**src/hdl/window_busy_time_meter_assert.svh**
```systemverilog
// assertion macros for the busy time meter, clocked on clk, reset by arst_n
`ifndef WINDOW_BUSY_TIME_METER_ASSERT_SVH
`define WINDOW_BUSY_TIME_METER_ASSERT_SVH

`ifndef ASSERT_OFF
// same-cycle implication
`define WBTM_ASSERT_IMPLIES(lbl, pre, post) \
	lbl: assert property (@(posedge clk) disable iff (!arst_n) (pre) |-> (post)) \
		else $error("window_busy_time_meter: check failed");
// next-cycle implication
`define WBTM_ASSERT_NEXT(lbl, pre, post) \
	lbl: assert property (@(posedge clk) disable iff (!arst_n) (pre) |=> (post)) \
		else $error("window_busy_time_meter: check failed");
`else
`define WBTM_ASSERT_IMPLIES(lbl, pre, post)
`define WBTM_ASSERT_NEXT(lbl, pre, post)
`endif

`endif

```
**src/hdl/wbtm_pkg.sv**
```systemverilog
package wbtm_pkg;

	// time stamp and window width
	localparam int TIME_BITS = 48;
	// width of the shared add/subtract unit: doubled remainder plus carry headroom
	localparam int UW        = TIME_BITS + 2;

	// basis point scale
	localparam int BP_W  = 14;
	localparam int QW    = BP_W + 1;
	localparam int BIT_W = $clog2(BP_W);
	localparam logic [BP_W-1:0] FULL_SCALE = BP_W'(10000);

	// stream packing
	localparam int IN_FIELDS_W  = TIME_BITS + 1;
	localparam int IN_W         = ((IN_FIELDS_W + 7) / 8) * 8;
	localparam int IN_PAD       = IN_W - IN_FIELDS_W;
	localparam int OUT_FIELDS_W = TIME_BITS + BP_W + 1;
	localparam int OUT_W        = ((OUT_FIELDS_W + 7) / 8) * 8;
	localparam int OUT_PAD      = OUT_W - OUT_FIELDS_W;

	// configuration register indexes
	localparam int CFG_IDX_W = 1;
	localparam logic [CFG_IDX_W-1:0] REG_WINDOW_START = CFG_IDX_W'(0);
	localparam logic [CFG_IDX_W-1:0] REG_WINDOW_END   = CFG_IDX_W'(1);

	// control of the shared unit
	typedef struct packed {
		logic sub;
	} alu_ctrl_t;

	// result of the shared unit
	typedef struct packed {
		logic [UW-1:0] value;
		logic          carry;
	} alu_res_t;

endpackage

```
**src/hdl/wbtm_alu.sv**
```systemverilog
module wbtm_alu
	import wbtm_pkg::*;
(
	input  logic [UW-1:0] x,
	input  logic [UW-1:0] y,
	input  alu_ctrl_t     ctrl,
	output alu_res_t      res
);

	logic [UW-1:0] y_eff;
	logic [UW:0]   full;

	// x + y, or x - y with carry meaning x >= y
	assign y_eff = ctrl.sub ? ~y : y;
	assign full  = {1'b0, x} + {1'b0, y_eff} + {{UW{1'b0}}, ctrl.sub};

	assign res.value = full[UW-1:0];
	assign res.carry = full[UW];

endmodule

```
**src/hdl/window_busy_time_meter.sv**
```systemverilog
// channel | dir | tdata fields (low bit up)                   | tlast      | tuser
// s_*     | in  | event_time[47:0], is_busy[48], zero pad      | last_event | none
// m_*     | out | busy_time[47:0], busy_basis_points[61:48],   | none       | none
//         |     | window_empty[62], zero pad                   |            |
// cfg_*   | in  | write enable, register index, write data     |            |
//
// all arithmetic runs through one 50-bit add/subtract unit under a small sequencer.
// an event with no busy interval to close stays in S_IDLE; closing one adds S_LO through S_ACC.
// a last event runs those again for a busy tail, then S_LEN, S_CMP and the
// 14-digit restoring division (5 extra add/reduce pairs; empty or full share ends early).
// arst_n clears the window registers, the sequence state and the output valid.
// a waiting result does not block input; only a second result waits for it.
module window_busy_time_meter
	import wbtm_pkg::*;
(
	input  logic                 clk,
	input  logic                 arst_n,
	input  logic                 s_tvalid,
	output logic                 s_tready,
	input  logic [IN_W-1:0]      s_tdata,   // event_time, is_busy
	input  logic                 s_tlast,
	output logic                 m_tvalid,
	input  logic                 m_tready,
	output logic [OUT_W-1:0]     m_tdata,   // busy_time, busy_basis_points, window_empty
	input  logic                 cfg_wr_en,
	input  logic [CFG_IDX_W-1:0] cfg_addr,
	input  logic [TIME_BITS-1:0] cfg_wr_data
);

	typedef enum logic [12:0] {
		S_IDLE = 13'b0000000000001,
		S_LO   = 13'b0000000000010,
		S_HI   = 13'b0000000000100,
		S_DIFF = 13'b0000000001000,
		S_ACC  = 13'b0000000010000,
		S_LEN  = 13'b0000000100000,
		S_CMP  = 13'b0000001000000,
		S_DBL  = 13'b0000010000000,
		S_ADD  = 13'b0000100000000,
		S_RED  = 13'b0001000000000,
		S_FIN  = 13'b0010000000000,
		S_DONE = 13'b0100000000000,
		S_SPARE = 13'b1000000000000
	} state_t;

	state_t state_q;

	logic [TIME_BITS-1:0] win_start_q, win_end_q;
	logic [TIME_BITS-1:0] prev_time_q, acc_q;
	logic                 prev_busy_q, seen_q;
	logic                 last_q, tail_q;
	logic [TIME_BITS-1:0] a_q, b_q, lo_q, hi_q, amt_q, len_q, r_q;
	logic [TIME_BITS:0]   x_q;
	logic [QW-1:0]        q_q;
	logic [BIT_W-1:0]     bit_q;
	logic                 empty_q;
	logic [BP_W-1:0]      bp_q;

	logic                 out_valid_q;
	logic [TIME_BITS-1:0] out_time_q;
	logic [BP_W-1:0]      out_bp_q;
	logic                 out_empty_q;

	logic [UW-1:0] alu_x, alu_y;
	alu_ctrl_t     alu_ctrl;
	alu_res_t      alu_res;

	logic [TIME_BITS-1:0] in_time;
	logic                 in_busy;
	logic                 in_req;
	logic                 ge;
	logic [QW-1:0]        q_fin;
	logic                 out_load;

	assign in_time  = s_tdata[TIME_BITS-1:0];
	assign in_busy  = s_tdata[TIME_BITS];
	assign s_tready = (state_q == S_IDLE);
	assign in_req   = s_tvalid && s_tready;
	assign ge       = alu_res.carry;
	assign out_load = (state_q == S_DONE) && (!out_valid_q || m_tready);

	assign m_tvalid = out_valid_q;
	assign m_tdata  = {{OUT_PAD{1'b0}}, out_empty_q, out_bp_q, out_time_q};

	// final quotient with the last rounding step, saturated
	always_comb begin
		q_fin = q_q + {{(QW-1){1'b0}}, ge};
		if (q_fin > {1'b0, FULL_SCALE}) begin
			q_fin = {1'b0, FULL_SCALE};
		end
	end

	// operand select for the shared unit
	always_comb begin
		alu_x        = '0;
		alu_y        = '0;
		alu_ctrl.sub = 1'b1;
		unique case (state_q)
			S_LO: begin
				alu_x = UW'(a_q);
				alu_y = UW'(win_start_q);
			end
			S_HI: begin
				alu_x = UW'(b_q);
				alu_y = UW'(win_end_q);
			end
			S_DIFF: begin
				alu_x = UW'(hi_q);
				alu_y = UW'(lo_q);
			end
			S_ACC: begin
				alu_x        = UW'(acc_q);
				alu_y        = UW'(amt_q);
				alu_ctrl.sub = 1'b0;
			end
			S_LEN: begin
				alu_x = UW'(win_end_q);
				alu_y = UW'(win_start_q);
			end
			S_CMP: begin
				alu_x = UW'(acc_q);
				alu_y = UW'(len_q);
			end
			S_DBL, S_FIN: begin
				alu_x = UW'({r_q, 1'b0});
				alu_y = UW'(len_q);
			end
			S_ADD: begin
				alu_x        = UW'(r_q);
				alu_y        = UW'(acc_q);
				alu_ctrl.sub = 1'b0;
			end
			S_RED: begin
				alu_x = UW'(x_q);
				alu_y = UW'(len_q);
			end
			default: begin
				alu_ctrl.sub = 1'b1;
			end
		endcase
	end

	wbtm_alu u_alu (
		.x    (alu_x),
		.y    (alu_y),
		.ctrl (alu_ctrl),
		.res  (alu_res)
	);

	// window registers
	always_ff @(posedge clk or negedge arst_n) begin
		if (!arst_n) begin
			win_start_q <= '0;
			win_end_q   <= '0;
		end else if (cfg_wr_en) begin
			unique case (cfg_addr)
				REG_WINDOW_START: win_start_q <= cfg_wr_data;
				REG_WINDOW_END:   win_end_q   <= cfg_wr_data;
				default:          win_start_q <= win_start_q;
			endcase
		end
	end

	// sequencer and sequence state
	always_ff @(posedge clk or negedge arst_n) begin
		if (!arst_n) begin
			state_q     <= S_IDLE;
			prev_time_q <= '0;
			prev_busy_q <= 1'b0;
			seen_q      <= 1'b0;
			acc_q       <= '0;
			last_q      <= 1'b0;
			tail_q      <= 1'b0;
			a_q         <= '0;
			b_q         <= '0;
			lo_q        <= '0;
			hi_q        <= '0;
			amt_q       <= '0;
			len_q       <= '0;
			r_q         <= '0;
			x_q         <= '0;
			q_q         <= '0;
			bit_q       <= '0;
			empty_q     <= 1'b0;
			bp_q        <= '0;
			out_valid_q <= 1'b0;
			out_time_q  <= '0;
			out_bp_q    <= '0;
			out_empty_q <= 1'b0;
		end else begin
			// output valid: loaded by a finished result, cleared when taken
			if (out_load) begin
				out_valid_q <= 1'b1;
			end else if (out_valid_q && m_tready) begin
				out_valid_q <= 1'b0;
			end
			unique case (state_q)
				S_IDLE: begin
					if (in_req) begin
						prev_time_q <= in_time;
						prev_busy_q <= in_busy;
						seen_q      <= 1'b1;
						last_q      <= s_tlast;
						if (seen_q && prev_busy_q) begin
							// close the interval from the previous event
							a_q     <= prev_time_q;
							b_q     <= in_time;
							tail_q  <= s_tlast && in_busy;
							state_q <= S_LO;
						end else if (s_tlast && in_busy) begin
							// busy tail up to the window end
							a_q     <= in_time;
							b_q     <= win_end_q;
							tail_q  <= 1'b0;
							state_q <= S_LO;
						end else if (s_tlast) begin
							tail_q  <= 1'b0;
							state_q <= S_LEN;
						end
					end
				end
				S_LO: begin
					lo_q    <= ge ? a_q : win_start_q;
					state_q <= S_HI;
				end
				S_HI: begin
					hi_q    <= ge ? win_end_q : b_q;
					state_q <= S_DIFF;
				end
				S_DIFF: begin
					amt_q   <= ge ? alu_res.value[TIME_BITS-1:0] : '0;
					state_q <= S_ACC;
				end
				S_ACC: begin
					// saturating accumulate
					acc_q <= alu_res.value[TIME_BITS] ? '1 : alu_res.value[TIME_BITS-1:0];
					if (tail_q) begin
						a_q     <= b_q;
						b_q     <= win_end_q;
						tail_q  <= 1'b0;
						state_q <= S_LO;
					end else if (last_q) begin
						state_q <= S_LEN;
					end else begin
						state_q <= S_IDLE;
					end
				end
				S_LEN: begin
					len_q   <= alu_res.value[TIME_BITS-1:0];
					empty_q <= !ge || (alu_res.value[TIME_BITS-1:0] == '0);
					bp_q    <= '0;
					if (!ge || (alu_res.value[TIME_BITS-1:0] == '0)) begin
						state_q <= S_DONE;
					end else begin
						state_q <= S_CMP;
					end
				end
				S_CMP: begin
					r_q   <= '0;
					q_q   <= '0;
					bit_q <= BIT_W'(BP_W - 1);
					if (ge) begin
						bp_q    <= FULL_SCALE;
						state_q <= S_DONE;
					end else begin
						state_q <= S_DBL;
					end
				end
				S_DBL: begin
					// remainder doubles, quotient digit shifts in
					r_q <= ge ? alu_res.value[TIME_BITS-1:0] : {r_q[TIME_BITS-2:0], 1'b0};
					q_q <= {q_q[QW-2:0], 1'b0} + {{(QW-1){1'b0}}, ge};
					if (FULL_SCALE[bit_q]) begin
						state_q <= S_ADD;
					end else if (bit_q == '0) begin
						state_q <= S_FIN;
					end else begin
						bit_q   <= bit_q - 1'b1;
						state_q <= S_DBL;
					end
				end
				S_ADD: begin
					x_q     <= alu_res.value[TIME_BITS:0];
					state_q <= S_RED;
				end
				S_RED: begin
					r_q <= ge ? alu_res.value[TIME_BITS-1:0] : x_q[TIME_BITS-1:0];
					q_q <= q_q + {{(QW-1){1'b0}}, ge};
					if (bit_q == '0) begin
						state_q <= S_FIN;
					end else begin
						bit_q   <= bit_q - 1'b1;
						state_q <= S_DBL;
					end
				end
				S_FIN: begin
					bp_q    <= q_fin[BP_W-1:0];
					state_q <= S_DONE;
				end
				S_DONE: begin
					// hand over the result once the output register is free
					if (out_load) begin
						out_time_q  <= acc_q;
						out_bp_q    <= bp_q;
						out_empty_q <= empty_q;
						prev_time_q <= '0;
						prev_busy_q <= 1'b0;
						seen_q      <= 1'b0;
						acc_q       <= '0;
						state_q     <= S_IDLE;
					end
				end
				default: begin
					state_q <= S_IDLE;
				end
			endcase
		end
	end

	`include "window_busy_time_meter_assert.svh"

	// share never exceeds full scale
	`WBTM_ASSERT_IMPLIES(a_bp_range, m_tvalid, m_tdata[TIME_BITS+BP_W-1:TIME_BITS] <= FULL_SCALE)
	// empty window reports a zero share
	`WBTM_ASSERT_IMPLIES(a_empty_zero, m_tvalid && out_empty_q, out_bp_q == '0)
	// a last event always starts the result work
	`WBTM_ASSERT_NEXT(a_last_busy, in_req && s_tlast, !s_tready)
	// digit counter stays within the quotient width
	`WBTM_ASSERT_IMPLIES(a_bit_range, state_q == S_DBL || state_q == S_RED, bit_q <= BIT_W'(BP_W - 1))

endmodule

```
**config.mk**
```make
export PLATFORM = sky130hd
export DESIGN_NAME = window_busy_time_meter
export DESIGN_NICKNAME = d
export VERILOG_FILES = /design/src/hdl/wbtm_pkg.sv /design/src/hdl/wbtm_alu.sv /design/src/hdl/window_busy_time_meter.sv
export VERILOG_INCLUDE_DIRS = /design/src /design/src/hdl
export SDC_FILE = /design/constraint.sdc
export NUM_CORES = 2
export LEC_CHECK = 0
export ABC_AREA = 0
export BUFFER_PORTS_ARGS = -buffer_cell sky130_fd_sc_hd__buf_2
export CAP_MARGIN = 25
export CORE_MARGIN = 4
export CORE_UTILIZATION = 40
export DETAILED_ROUTE_END_ITERATION = 10
export GPL_ROUTABILITY_DRIVEN = 1
export GPL_TIMING_DRIVEN = 0
export HOLD_SLACK_MARGIN = 0.02
export PLACE_DENSITY_LB_ADDON = 0.1
export REMOVE_ABC_BUFFERS = 1
export SLEW_MARGIN = 25
export SYNTH_ARGS = -nofsm -noshare
export SYNTH_HDL_FRONTEND = slang
export SYNTH_SLANG_ARGS = --single-unit
```
**constraint.sdc**
```tcl
create_clock -name clk -period 8.9 [get_ports clk]
set_clock_uncertainty 0.2 [all_clocks]
set_input_delay 1.335 -clock clk [delete_from_list [all_inputs] [get_ports clk]]
set_output_delay 1.335 -clock clk [all_outputs]
set_load 0.02 [all_outputs]
```
**After elaboration in Yosys (flattened, before gate mapping)**

Memories as Yosys holds them, arrays and structs flattened.
Index checks and enable logic that the tools add are counted.

- Register bits: 692
- Word-level logic and storage cells: 144
- Memories: 1
- Bits in read-only memories: 16

- Eq/ne operators: 19
- Reduce and logical (&&, ||, !) cells: 33
- Add/sub/neg operators: 5
- Bitwise operators: 2
- Multiplexer cells: 57
- Magnitude comparators: 2

Memory list:

| name | depth | width | read ports | clocked after Yosys merged registers in | wr ports | line | RTL |
|---|---|---|---|---|---|---|---|
| (no name shown) | 16 | 1 | 1 | 0 | 0 | window_busy_time_meter.sv:273 | `if (FULL_SCALE[bit_q]) begin` |

Operator list:

| kind | number |
|---|---|
| 2-to-1 mux 48 bit | 16 |
| one-hot mux 49 bit (8 select lines) | 1 |
| one-hot mux 48 bit (2 select lines) | 4 |
| one-hot mux 48 bit (6 select lines) | 1 |
| one-hot mux 13 bit (12 select lines) | 1 |
| one-hot mux 48 bit (3 select lines) | 1 |
| 2-to-1 mux 13 bit | 5 |
| adder 49 x 50 -> 51 bit | 1 |
| adder 51 x 1 -> 51 bit | 1 |
| 2-to-1 mux 50 bit | 1 |
| inverter 48 -> 50 bit | 1 |
| logical NOT 48 bit | 1 |
| one-hot mux 15 bit (3 select lines) | 1 |
| one-hot mux 14 bit (3 select lines) | 1 |
| adder 15 x 1 -> 15 bit | 2 |
| 2-to-1 mux 14 bit | 2 |
| 2-to-1 mux 12 bit | 2 |
| 2-to-1 mux 11 bit | 2 |
| > comparator 15 x 14 -> 1 bit, second input constant | 1 |
| AND reduction 2 bit | 7 |
| == test 13 x 1 -> 1 bit, second input constant | 1 |
| == test 13 x 10 -> 1 bit, second input constant | 1 |
| == test 13 x 11 -> 1 bit, second input constant | 1 |
| == test 13 x 12 -> 1 bit, second input constant | 1 |
| other kinds (30) | 62 |

**Longest topological paths before layout**

- Word-level depth: 11
- Mapped depth: 37
- Mapped depth without buffers: 31

**By module**

From an unflattened synthesis, not the netlist that was laid out.

- Cell total of the unflattened synthesis: 3,882
- Area, all modules: 36,715.2 µm²

By module, submodules not included:

| module | sequential area each (µm²) | times used | cells each | area each (µm²) |
|---|---|---|---|---|
| window_busy_time_meter | 17,292.8 | 1 | 3,379 | 33,185.6 |
| wbtm_alu | 0.0 | 1 | 503 | 3,529.6 |

**Worst setup path after synthesis**

No wires, ideal clock.

- Kind: flip-flop to flip-flop
- From: register state_q[8]
- To: register bp_q[0]
- Buffers on the path: 10
- Required time: 8.634 ns
- Arrival: 7.439 ns
- Stages on the path, launching flop included: 38
- Setup time: 0.066 ns
- Path slack: 1.194 ns
- Path through: dfrtp_1 buf_2 or4_1 nor2_1 nand2_1 or2_2 inv_2 clkbuf_1 clkbuf_1 a21oi_1 nand2_1 nand2_1 ha_1 clkbuf_1 nand4_1 nor3_1 o211ai_1 a311oi_1 (+2 left out) a21o_1 a31oi_1 inv_1 clkbuf_1 buf_1 ha_1 and3_1 clkbuf_1 and3_1 clkbuf_1 and3_1 clkbuf_1 nand3_1 xnor2_1 o31ai_1 and3_1 clkbuf_1 a22o_1

- Longest elaborated chain between the ends: 11
- Elaborated cells on any way between the ends: 29
- Classes of those cells: 3 x add/sub; 1 x order compare; 11 x eq/ne; 6 x mux; 1 x bitwise; 7 x reduce/logical

Ends and longest elaborated chain:

| element | line | RTL |
|---|---|---|
| start, declared | window_busy_time_meter.sv:46 | `state_t state_q;` |
| start signal, assigned | window_busy_time_meter.sv:167 | `state_q <= S_IDLE;` |
| start signal, assigned | window_busy_time_meter.sv:209 | `state_q <= S_LO;` |
| start signal, assigned | window_busy_time_meter.sv:215 | `state_q <= S_LO;` |
| == test 13 x 10 -> 1 bit (tied with other cells) | window_busy_time_meter.sv:98 | `unique case (state_q)` |
| OR reduction 4 bit (no source line) or OR reduction 2 bit (tied branches) | n/a |  |
| one-hot mux 48 bit (6 select lines) | window_busy_time_meter.sv:98 |  |
| inverter 48 -> 50 bit | wbtm_alu.sv:14 | `assign y_eff = ctrl.sub ? ~y : y;` |
| 2-to-1 mux 50 bit | wbtm_alu.sv:14 |  |
| adder 49 x 50 -> 51 bit | wbtm_alu.sv:15 | `assign full = {1'b0, x} + {1'b0, y_eff} + {{UW{1'b0}}, ctrl.sub};` |
| adder 51 x 1 -> 51 bit | wbtm_alu.sv:15 |  |
| adder 15 x 1 -> 15 bit | window_busy_time_meter.sv:87 | `q_fin = q_q + {{(QW-1){1'b0}}, ge};` |
| > comparator 15 x 14 -> 1 bit | window_busy_time_meter.sv:88 | `if (q_fin > {1'b0, FULL_SCALE}) begin` |
| 2-to-1 mux 14 bit | window_busy_time_meter.sv:88 |  |
| one-hot mux 14 bit (3 select lines) | window_busy_time_meter.sv:197 | `unique case (state_q)` |
| end signal, assigned | window_busy_time_meter.sv:297 | `bp_q <= q_fin[BP_W-1:0];` |
| end, declared | window_busy_time_meter.sv:57 | `logic [BP_W-1:0] bp_q;` |

Several ways; a longest one is shown, not always the timed one.
A chain may end at the register's enable or synchronous reset.

**Worst setup path after layout**

- From: register state_q[8]
- To: register bp_q[8]

The elaborated chain is that of the path after synthesis.

==> key figures <==
Power
  – Clock Power Share: ~16%
  – Switching Share: between 40 and 50%
  – Pwr Density: 484 nW/um2
  – Net load switching power: 10.6 mW
  – Share of power burned in registers: 21.5%
  – Leakage power: 20.5 nW
  – Total Power Consumption: 21.4 mW
  – Combinational power share: 62.4%
  – Internal power: 10.7 mW
  – VDD IR max: 0.539 mV

Setup path
  – Crit path required time: about 9 ns
  – Crit path launch type: register
  – Reg-to-reg slack, setup: 0.12 ns
  – Maximum fanout along the worst path: 26
  – Slowest CP cell: nor3_2
  – Critical path's largest stage delay: 0.59 ns
  – Cell mode on critical path: buf_16
  – WS Path Type: register to register
  – Worst EP arrival: 9.13 ns
  – Worst Setup End Kind: register

Placement
  – RePlAce Congestion: 0.923
  – DP Wirelength: 95600 um
  – Post-Place Worst Slack: -2.52 ns
  – Port bufs: ~170
  – Placed Area: 40300 um2
  – Inst Count DP: 5201

Timing
  – Worst hold margin: 0.273 ns
  – Final period utilization: 98.7%
  – Pins Over Slew Limit: 0
  – Worst Max-Slew Pin Slew: 1.04 ns
  – Final number of setup-violating endpoints: 0
  – Final Hold Viols: 0
  – Relative slew slack: 30.4%
  – Setup WS post-layout: 0.119 ns
  – Highest clock rate: between 100 and 150 MHz
  – Tmin final: 8.78 ns
  – Sum Neg Setup Slack: 0 ns

Finish
  – Design area: 44200 um2
  – Share of cells above drive strength 1: a little under a fifth
  – Nets@finish: 4336
  – P&R area growth vs syn: 19.4%
  – Non-Filler Instances: 5429
  – Area of the multi-input gates: 19000 um2
  – Fin util: 48.2%
  – Register area: 17300 um2
  – Fill cell count: 8660

Floorplan
  – Die width: 312 um
  – Core Rows: 111
  – Die Span Y: 312 um
  – Core ar.: 91700 um2
  – Full die area: a little under 100000 um2
  – I/O pin total: approximately 180
  – Initial core utilization: 40.4%

Worst hold path
  – Hold WC Path Type: register to register

Yosys
  – Ys flop type: dfrtp_1
  – Synth unique cells: 84
  – Post-Syn Area: 37000 um2
  – Yosys top cell by area: dfrtp_1
  – Async SR Flop Fraction: 100%
  – Synth Instances: about 4100
  – Mean post-synth cell area: approximately 9 um2
  – Most frequent cell after synthesis: nand2_1
  – Seq cells post-synth: 691
  – Leading post-synthesis cells by cell area: dfrtp_1, nand2_1, mux2_2
  – Synth warn: 0
  – EDFF count, synth: 0
  – Yosys top cell area share: 46.7%
  – Commonest cells post-synth: nand2_1, dfrtp_1, a21oi_1
  – Sequential-to-total area share from yosys stat: 46.7%

Clock tree
  – CTS Hold Bufs: 0
  – Htree depth: 3
  – Clock Latency Late Sink: 0.68 ns
  – # clock sinks: around 690
  – Clock root buffer: clkbuf_16
  – TritonCTS clock tree: built
  – TritonCTS Buffers: 83
  – Clk buf depth: 3
  – Clk pin slew, worst setup/hold paths: 0.06 ns

GRT
  – Tot GR Track Use: ~30%
  – Vias in the first global route: 32300
  – Grt total ovfl: 0
  – Initial antenna violation count: 6
  – Largest net degree at the start of global routing: 89
  – First-pass GRT wire length: 221000 um

Route
  – Routed wire length: 149000 um
  – Met3 WL: 12200 um
  – Antenna-violating nets left: 0
  – Met1 Wirelength: 62600 um
  – Drt wl/cell: 27.5 um
  – Number of detailed-routing iterations run before antenna repair: 9
  – Via Count: 33600
  – Uppermost layer routed: met5
  – Routed vias/inst: a little over 6
  – Wire length on met2: 67700 um
  – Drt drc: 0
  – Iter 0 DRT Violations: between 3000 and 4000

Outcome
  – Status: finished, final reports clean

Flow run
  – Max-cap viol count: 0
==> kinds of logic (layout without fill, tap and decap cells) <==
| logic type | after synthesis | count (layout) | synth area share, % |
|---|---|---|---|
| simple gates | 1385 | 1394 | 16.1 |
| compound gates | 1200 | 1200 | 21.1 |
| flops | 691 | 691 | 46.7 |
| buf+inv | 365 | 526 | 3.81 |
| mux | 312 | 312 | 9.00 |
| xor+xnor | 56 | 56 | 1.33 |
| fa+ha+maj | 55 | 55 | 1.88 |
| other cells | 1 | 9 | 0.0101 |
==> power by group through the flow <==
stage | clock [mW] | sequential (mW) | combinational [mW]
floorplan | 0 | 4.48 | 5.04
global route | 3.63 | 4.68 | 14.0
detailed placement | 0 | 4.61 | 12.0
global placement | 0 | 4.75 | 7.10
CTS | 3.51 | 4.57 | 12.9
finish | 3.45 | 4.59 | 13.3
==> what timing repair did <==
| item | in CTS | in global routing |
|---|---|---|
| endpoints found under the setup margin | 134 | 14 |
| pin swaps | 20 | 16 |
| setup buffers | 36 | 19 |
| cloned | 16 | 0 |
| gates resized for setup | 58 | 50 |
==> cell usage in the layout, fill, tap and decap left out, types with 39 or more instances in the layout <==
cell,synthesis,routed
buf_2,14,175
a22oi_1,103,103
a31oi_1,77,76
buf_16,0,39
nand3_1,89,82
o21ai_0,304,303
dfrtp_1,690,680
buf_4,4,69
a21oi_1,348,344
nor2_1,273,268
mux2_2,163,162
mux2i_1,148,148
a222oi_1,125,125
nand2_1,783,780
a22o_1,81,81
clkbuf_16,0,85
ha_1,54,39
nor3_1,68,63
==> final timing paths <==
check	start	endpoint	cells after the start
worst max-delay path	state_q[8]	bp_q[8]	37
worst min-delay path	bp_q[4]	bp_q[4]	2
worst max register to register	state_q[8]	bp_q[8]	37
worst min register to register	bp_q[4]	bp_q[4]	2
max in group asynchronous	arst_n	hi_q[42]	4
min in group asynchronous	arst_n	out_bp_q[9]	1
==> registers in the layout (all words and copies together), names as in the netlist, 4 cells and up <==
signal and flops:
lo_q 48, q_q 15, a_q 48, prev_time_q 48, bit_q 4, out_time_q 48, bp_q 14, win_start_q 48
state_q 12, len_q 48, win_end_q 48, amt_q 48, acc_q 48, hi_q 48, x_q 49, b_q 48
r_q 48, out_bp_q 14
==> worst max-delay path: cells and delay by family, from the launching register on <==
kind                       cells  cell delay (ns)
and+or+nand+nor               10             2.84
AOI/OAI and AO/OA             12             2.40
xor gates and xnor gates       1             0.20
buffers and inverters         12             2.07
DFF                            1             0.47
adders and majority gates      2             0.41
==> area by class of cell <==
cell class / count / share of cell area [%]
Multi-Input combinational cell: 3018 / 42.9
Sequential cell: 691 / 39.2
Timing Repair Buffer: 341 / 7.83
Clock buffer: 127 / 5.60
Tap cell: 1186 / 3.36
Clock inverter: 23 / 0.575
Inverter: 32 / 0.408
Timing Repair inverter: 3 / 0.0595
Antenna cell: 8 / 0.0453
==> metal layers <==
metal | global-route usage [%] | up-vias
met5 | 0 | -
li1 | - | 15000
met4 | 12.2 | 2
met3 | 5.38 | 353
met2 | 47.4 | 1631
met1 | 40.5 | 16600
No activity file was read; power rests on OpenSTA's default activity.
